File: config.mk
export PLATFORM = sky130hd
export DESIGN_NAME = sorted_array_priority_queue_core
export DESIGN_NICKNAME = d
export VERILOG_FILES = /design/src/sapq_pkg.sv /design/src/sapq_mem.sv /design/src/sapq_ctrl.sv /design/src/sorted_array_priority_queue_core.sv
export SDC_FILE = /design/constraint.sdc
export NUM_CORES = 1
export LEC_CHECK = 0
export BUFFER_PORTS_ARGS = -buffer_cell sky130_fd_sc_hd__buf_4
export CAP_MARGIN = 20
export CORE_AREA = 2 2 536 325
export DETAILED_ROUTE_END_ITERATION = 10
export DIE_AREA = 0 0 538 327
export SETUP_SLACK_MARGIN = 0.15
export SLEW_MARGIN = 25
export SYNTH_ARGS = -nofsm -noshare
export SYNTH_HDL_FRONTEND = slang
export SYNTH_SLANG_ARGS = --single-unit
File: constraint.sdc
create_clock -name clk -period 11.4 [get_ports clk]
set_clock_uncertainty 0.2 [all_clocks]
set_input_delay 1.14 -clock clk [delete_from_list [all_inputs] [get_ports clk]]
set_output_delay 1.14 -clock clk [all_outputs]
set_load 0.02 [all_outputs]
File: src/sapq_pkg.sv
package sapq_pkg;

	localparam int QUEUE_DEPTH = 16;
	localparam int ADDR_W      = $clog2(QUEUE_DEPTH);
	localparam int CNT_W       = $clog2(QUEUE_DEPTH + 1);
	localparam int CMP_W       = (CNT_W > 5) ? CNT_W : 5;

	localparam int TAG_W   = 16;
	localparam int TIME_W  = 32;
	localparam int KEY_W   = 33;
	localparam int LIMIT_W = 5;
	localparam int OCNT_W  = 5;

	localparam logic [LIMIT_W-1:0] LIMIT_RESET = 5'd16;

	typedef enum logic [1:0] {
		KIND_ENQ   = 2'd0,
		KIND_SERVE = 2'd1,
		KIND_PEEK  = 2'd2,
		KIND_NOP   = 2'd3
	} kind_t;

	typedef enum logic [1:0] {
		STATUS_OK    = 2'd0,
		STATUS_FULL  = 2'd1,
		STATUS_EMPTY = 2'd2
	} status_t;

	typedef enum logic [2:0] {
		ST_IDLE,
		ST_SCAN,
		ST_PLACE,
		ST_FETCH,
		ST_RESULT
	} state_t;

	typedef struct packed {
		logic [TAG_W-1:0] tag;
		logic [KEY_W-1:0] key;
	} entry_t;

	typedef struct packed {
		logic              we;
		logic [ADDR_W-1:0] waddr;
		entry_t            wdata;
		logic [ADDR_W-1:0] raddr;
	} mem_req_t;

	typedef struct packed {
		status_t           status;
		logic [TAG_W-1:0]  tag;
		logic [KEY_W-1:0]  key;
		logic [OCNT_W-1:0] count;
	} result_t;

	// count as seen on the result: low five bits of the held count
	function automatic logic [OCNT_W-1:0] count_out(input logic [CNT_W-1:0] c);
		logic [CNT_W+OCNT_W-1:0] w;
		w = (CNT_W + OCNT_W)'(c);
		return w[OCNT_W-1:0];
	endfunction

endpackage

File: src/sapq_mem.sv
module sapq_mem (
	input  logic              clk,
	input  sapq_pkg::mem_req_t req,
	output sapq_pkg::entry_t   rdata
);
	import sapq_pkg::*;

	entry_t mem [QUEUE_DEPTH];
	entry_t rdata_q;

	always_ff @(posedge clk) begin
		if (req.we) begin
			mem[req.waddr] <= req.wdata;
		end
		rdata_q <= mem[req.raddr];
	end

	assign rdata = rdata_q;

endmodule

File: src/sapq_ctrl.sv
module sapq_ctrl (
	input  logic                           clk,
	input  logic                           arst_n,
	input  logic [sapq_pkg::LIMIT_W-1:0]   limit,
	input  logic                           req_valid,
	output logic                           req_stall,
	input  logic [1:0]                     kind,
	input  logic [sapq_pkg::TAG_W-1:0]     item_tag,
	input  logic [sapq_pkg::TIME_W-1:0]    arrival_time,
	input  logic [sapq_pkg::TIME_W-1:0]    stay_time,
	output sapq_pkg::mem_req_t             mem_req,
	input  sapq_pkg::entry_t               mem_rdata,
	output logic                           res_valid,
	output sapq_pkg::result_t              res,
	input  logic                           res_take
);
	import sapq_pkg::*;

	state_t            state_q, state_d;
	logic [CNT_W-1:0]  held_q, held_d;
	logic [ADDR_W-1:0] pos_q, pos_d;
	entry_t            new_q, new_d;
	kind_t             kind_q, kind_d;
	result_t           res_q, res_d;
	logic              res_load;

	logic [CNT_W-1:0]  held_m1;
	logic [KEY_W-1:0]  key_sum;
	logic              full;

	assign held_m1 = held_q - CNT_W'(1);
	assign key_sum = KEY_W'(arrival_time) + KEY_W'(stay_time);
	// limits above the depth act as the depth, since held never exceeds it
	assign full = (CMP_W'(held_q) >= CMP_W'(limit)) ||
	              (CMP_W'(held_q) == CMP_W'(QUEUE_DEPTH));

	always_comb begin
		state_d       = state_q;
		held_d        = held_q;
		pos_d         = pos_q;
		new_d         = new_q;
		kind_d        = kind_q;
		res_d         = res_q;
		res_load      = 1'b0;
		mem_req.we    = 1'b0;
		mem_req.waddr = pos_q;
		mem_req.wdata = new_q;
		mem_req.raddr = held_m1[ADDR_W-1:0];
		res_d.status  = STATUS_OK;
		res_d.tag     = '0;
		res_d.key     = '0;
		req_stall     = (state_q != ST_IDLE);
		res_valid     = (state_q == ST_RESULT);

		unique case (state_q)
			ST_IDLE: begin
				if (req_valid) begin
					kind_d      = kind_t'(kind);
					new_d.tag   = item_tag;
					new_d.key   = key_sum;
					pos_d       = held_q[ADDR_W-1:0];
					unique case (kind_t'(kind))
						KIND_ENQ: begin
							if (full) begin
								res_d.status = STATUS_FULL;
								res_load     = 1'b1;
								state_d      = ST_RESULT;
							end else if (held_q == '0) begin
								mem_req.we    = 1'b1;
								mem_req.waddr = '0;
								mem_req.wdata = '{tag: item_tag, key: key_sum};
								held_d        = held_q + CNT_W'(1);
								res_load      = 1'b1;
								state_d       = ST_RESULT;
							end else begin
								state_d = ST_SCAN;
							end
						end
						KIND_SERVE, KIND_PEEK: begin
							if (held_q == '0) begin
								res_d.status = STATUS_EMPTY;
								res_load     = 1'b1;
								state_d      = ST_RESULT;
							end else begin
								state_d = ST_FETCH;
							end
						end
						KIND_NOP: begin
							res_load = 1'b1;
							state_d  = ST_RESULT;
						end
						default: ;
					endcase
				end
			end
			ST_SCAN: begin
				// mem_rdata holds slot pos_q-1; read of pos_q-2 goes out meanwhile
				if (mem_rdata.key < new_q.key) begin
					mem_req.we    = 1'b1;
					mem_req.wdata = mem_rdata;
					pos_d         = pos_q - ADDR_W'(1);
					mem_req.raddr = pos_q - ADDR_W'(2);
					if (pos_q == ADDR_W'(1)) begin
						state_d = ST_PLACE;
					end
				end else begin
					mem_req.we = 1'b1;
					held_d     = held_q + CNT_W'(1);
					res_load   = 1'b1;
					state_d    = ST_RESULT;
				end
			end
			ST_PLACE: begin
				mem_req.we = 1'b1;
				held_d     = held_q + CNT_W'(1);
				res_load   = 1'b1;
				state_d    = ST_RESULT;
			end
			ST_FETCH: begin
				res_d.tag = mem_rdata.tag;
				res_d.key = mem_rdata.key;
				if (kind_q == KIND_SERVE) begin
					held_d = held_m1;
				end
				res_load = 1'b1;
				state_d  = ST_RESULT;
			end
			ST_RESULT: begin
				if (res_take) begin
					state_d = ST_IDLE;
				end
			end
			default: state_d = ST_IDLE;
		endcase

		res_d.count = count_out(held_d);
	end

	always_ff @(posedge clk or negedge arst_n) begin
		if (!arst_n) begin
			state_q <= ST_IDLE;
			held_q  <= '0;
		end else begin
			state_q <= state_d;
			held_q  <= held_d;
		end
	end

	always_ff @(posedge clk) begin
		pos_q  <= pos_d;
		new_q  <= new_d;
		kind_q <= kind_d;
		if (res_load) begin
			res_q <= res_d;
		end
	end

	assign res = res_q;

endmodule

File: src/sorted_array_priority_queue_core.sv
// Channel  Direction  Handshake            Payload
// req      in         req_valid/req_stall  kind, item_tag, arrival_time, stay_time
// rsp      out        rsp_valid/rsp_stall  status, out_tag, out_key, entry_count
// cfg      in         cfg_we               cfg_wdata (capacity limit)
//
// Serve and peek pass through a fetch state before the result; rejected or trivial
// items go straight to the result. An enqueue walks the entry memory one slot a cycle.
// Reset empties the queue at once and sets the limit to 16; no clearing pass.
// A waiting result sits in the output register while the next item is worked on;
// a stalled rsp side holds the core only once a second result is ready.
module sorted_array_priority_queue_core (
	input  logic                           clk,
	input  logic                           arst_n,
	input  logic                           req_valid,
	output logic                           req_stall,
	input  logic [1:0]                     kind,
	input  logic [sapq_pkg::TAG_W-1:0]     item_tag,
	input  logic [sapq_pkg::TIME_W-1:0]    arrival_time,
	input  logic [sapq_pkg::TIME_W-1:0]    stay_time,
	input  logic                           cfg_we,
	input  logic [sapq_pkg::LIMIT_W-1:0]   cfg_wdata,
	output logic                           rsp_valid,
	input  logic                           rsp_stall,
	output logic [1:0]                     status,
	output logic [sapq_pkg::TAG_W-1:0]     out_tag,
	output logic [sapq_pkg::KEY_W-1:0]     out_key,
	output logic [sapq_pkg::OCNT_W-1:0]    entry_count
);
	import sapq_pkg::*;

	logic [LIMIT_W-1:0] limit_q;
	mem_req_t           mem_req;
	entry_t             mem_rdata;
	logic               res_valid;
	result_t            res;
	logic               res_take;
	logic               rsp_valid_q;
	result_t            rsp_q;

	always_ff @(posedge clk or negedge arst_n) begin
		if (!arst_n) begin
			limit_q <= LIMIT_RESET;
		end else if (cfg_we) begin
			limit_q <= cfg_wdata;
		end
	end

	sapq_ctrl u_ctrl (
		.clk          (clk),
		.arst_n       (arst_n),
		.limit        (limit_q),
		.req_valid    (req_valid),
		.req_stall    (req_stall),
		.kind         (kind),
		.item_tag     (item_tag),
		.arrival_time (arrival_time),
		.stay_time    (stay_time),
		.mem_req      (mem_req),
		.mem_rdata    (mem_rdata),
		.res_valid    (res_valid),
		.res          (res),
		.res_take     (res_take)
	);

	sapq_mem u_mem (
		.clk   (clk),
		.req   (mem_req),
		.rdata (mem_rdata)
	);

	// output register: refilled when empty or being drained this cycle
	assign res_take = res_valid && (!rsp_valid_q || !rsp_stall);

	always_ff @(posedge clk or negedge arst_n) begin
		if (!arst_n) begin
			rsp_valid_q <= 1'b0;
		end else if (res_take) begin
			rsp_valid_q <= 1'b1;
		end else if (!rsp_stall) begin
			rsp_valid_q <= 1'b0;
		end
	end

	always_ff @(posedge clk) begin
		if (res_take) begin
			rsp_q <= res;
		end
	end

	assign rsp_valid   = rsp_valid_q;
	assign status      = rsp_q.status;
	assign out_tag     = rsp_q.tag;
	assign out_key     = rsp_q.key;
	assign entry_count = rsp_q.count;

endmodule

==> run metrics <==
YS warnings 0; Worst-path clk slew 0.07 ns; antenna viol nets, final 0; delay-heaviest family, CP buffers and inverters; Register Area 29900 um^2; post-DP HPWL 57.4 mm; GRT overflow 0; worst-path maximum fanout 73; H-tree depth 3; DRT Wirelength 108 mm; Maximum Capacitance Violations 0; Root Driver clkbuf_16; core region area 171000 um^2; final core utilization 0.269; Die W 538 um; Net Count, Synth 2609; max-slew violations 0; Flop pwr share 0.410; Fill cells 17200; initial antenna violation count 5; Max Fclk 157 MHz; RSZ-0062 raised after global routing no; PortBufs 149; Worst VDD drop 0.306 mV; status finished, final reports clean; CTS Buffer Depth 3; wire per inst 21.8 um; drt drc 0; Rows 118; first-pass GRT wire length 156 mm; Initial Util 0.228; Worst slew margin 0.268; worst hold slack 0.115 ns; internal power 8560 uW; number of gates resized after CTS 0; I/O pin cnt 150; most common cell after layout, fill and taps aside edfxtp_1; Post-Syn Area per Cell 16.0 um^2; HP Class in2async; crit-path cells inv_1 > ha_1 > a21o_1 > a31oi_1 > o2111ai_1 > a211o_1 > a31oi_1 > and2b_4 > buf_4 > mux2i_4 > buf_4 > buf_4 > a22oi_1 > a21oi_1 > or4_1; Gate power share 0.362; vias in the first global route 22000; Slew @ Worst Pin 1.10 ns; mapped cell area 39100 um^2; Worst EP arrival 6.72 ns; layout cell share with drive strength beyond 1 0.134; synthesized flop and latch total 1014; beginning of the critical path u_ctrl.new_q[2]; largest net degree at the start of global routing 162; Sink Count 1014; CP Capture Type register; Final min period 6.37 ns; total CTS buffers 92; Worst-Skew Late Latency 0.69 ns; Final nets 2749; Final WS setup 5.03 ns; final setup violating endpoints 0; most frequent cells in the layout 951 x edfxtp_1, 397 x a22oi_1, 236 x a21oi_1; CTS tree done; Placement Setup Slack 5.08 ns; critical path depth 15; Synth Instances 2439; post-CTS setup buffers 0; 1st-iter DRT viols 2728; Cells after DPL 4765; die area 176000 um^2; Layout area overhead 17.9%; Worst Path Buf+Inv 4; number of enable flip-flop cells after synthesis 951; routability congestion estimate 0.780; period utilisation layout 0.559; Static Leak 0.0154 uW; post-route non-filler standard cell count 4935; Setup CP Type reg2reg; Required @ worst endpoint 11.75 ns; vias per inst 4.67; setup TNS 0 ns; Post-CTS Hold Fix Bufs 0; multi-input logic area 8520 um^2; Post-synth ARST share 0.0138; Critical Path Slowest Stage Cell buf_4; pwr dens 300 nW/um^2; Hold Fails Final Rpt 0; drt pass-1 iters 6; Total GRT Usage 0.118; power share of the clock group 0.228; Sw Pwr 5260 uW; CP Launch Type register; Yosys cell types 61; height of the chip 327 um; Switching Share 0.381; Synth Flop Type edfxtp_1; Vias 23100; Critical R2R Launch u_ctrl.new_q[2]; R2R cell count 15; most used cell, CP buf_4; Worst path max stage delay 0.87 ns; share of the yosys chip area belonging to registers 0.764
-- layer usage --
metal  part of all wire  wire (um)  up-vias  global-route usage
met4              0.016       1700        0              0.0219
met1               0.45      48300    11800               0.175
met2               0.45      48200     1052               0.180
met3              0.089       9560      132              0.0243
li1                   -          -    10100                   -
met5                  0          0        -                   0
-- cell usage after synthesis (all sizes together), types with 2 or more instances --
master / number / area (um^2)
buf: 43 / 209
nor3: 14 / 70.1
nand2: 60 / 225
mux2i: 4 / 43.8
clkbuf: 100 / 375
ha: 77 / 963
and3: 55 / 344
a221o: 3 / 30.0
o211ai: 3 / 22.5
mux2: 3 / 33.8
o2111ai: 3 / 26.3
nand4: 6 / 37.5
a21o: 28 / 210
dfrtp: 13 / 325
or4: 51 / 383
a21oi: 239 / 1200
a21boi: 2 / 15.0
o221ai: 3 / 26.3
o21ai: 24 / 120
a22oi: 397 / 2980
a222oi: 37 / 370
o22ai: 2 / 12.5
nor3b: 2 / 15.0
o21bai: 5 / 37.5
xnor2: 26 / 228
xor2: 15 / 131
a22o: 5 / 43.8
nor2: 44 / 165
inv: 98 / 368
and2: 5 / 31.3
a31oi: 11 / 68.8
dfxtp: 49 / 981
nand2b: 4 / 25.0
edfxtp: 951 / 28600
nand3: 15 / 75.1
nor2b: 7 / 43.8
a32oi: 3 / 26.3
a211oi: 9 / 72.6
a31o: 2 / 17.5
a211o: 4 / 35.0
nor4: 3 / 18.8
-- area by class of cell --
class	instances	area share
multi-input cells	1184	0.185
repair buffers	189	0.0312
clock buffers	121	0.0543
diodes	1	0.0000542
well taps	2280	0.0618
flip-flops and latches	1014	0.648
inverters	98	0.00797
clock inverters	48	0.0119
-- cells by family after synthesis --
kind of cell	synth area share
AO/OA/AOI/OAI	0.138
XOR/XNOR	0.00918
adder cells (fa/ha/maj)	0.0251
buffers and inverters	0.0243
flip-flops	0.764
multiplexers	0.00198
AND/OR/NAND/NOR	0.0374
-- path summary, 6_finish.rpt --
| check | slack (ns) | endpoint |
|---|---|---|
| min in group clk | 0.22 | out_key[4] |
| hold reg to reg | 0.22 | out_key[4] |
| max in group asynchronous | 10.63 | limit_q[4] |
| setup / recovery | 5.03 | u_mem.rdata[6] |
| hold / removal | 0.11 | u_ctrl.held_q[2] |
| setup reg to reg | 5.03 | u_mem.rdata[6] |
-- power groups by stage --
stage / sequential [uW] / combinational [uW] / clock [uW]
2_1_floorplan: 5680 / 3050 / 0
3_3_place_gp: 5730 / 4930 / 0
3_5_place_dp: 5740 / 4980 / 0
4_1_cts: 5670 / 4990 / 3210
5_1_grt: 5710 / 5430 / 3350
6_report: 5660 / 5000 / 3160
-- registers in the layout, indices dropped and copies added (netlist names), 4 cells and up --
register	flops
u_ctrl.res	56
u_ctrl.held_q	5
u_ctrl.new_q	49
out_tag	16
limit_q	5
u_mem.mem	784
entry_count	5
u_ctrl.pos_q	4
u_mem.rdata	49
out_key	33
-- worst register-to-register path, stage by stage (launching register included) --
cell	delay, ns
edfxtp_1	0.39
inv_1	0.07
ha_1	0.23
a21o_1	0.18
a31oi_1	0.36
o2111ai_1	0.36
a211o_1	0.41
a31oi_1	0.24
and2b_4	0.55
buf_4	0.65
mux2i_4	0.33
buf_4	0.58
buf_4	0.90
a22oi_1	0.22
a21oi_1	0.23
or4_1	0.36
-- per-stage QoR --
stage	total power, uW	cell area [um^2]
2_1_floorplan	8730	39100
6_report	13800	46100
5_1_grt	14500	46100
4_1_cts	13900	46100
3_3_place_gp	10700	43100
3_5_place_dp	10700	43100
No activity file was read; power rests on OpenSTA's default activity.
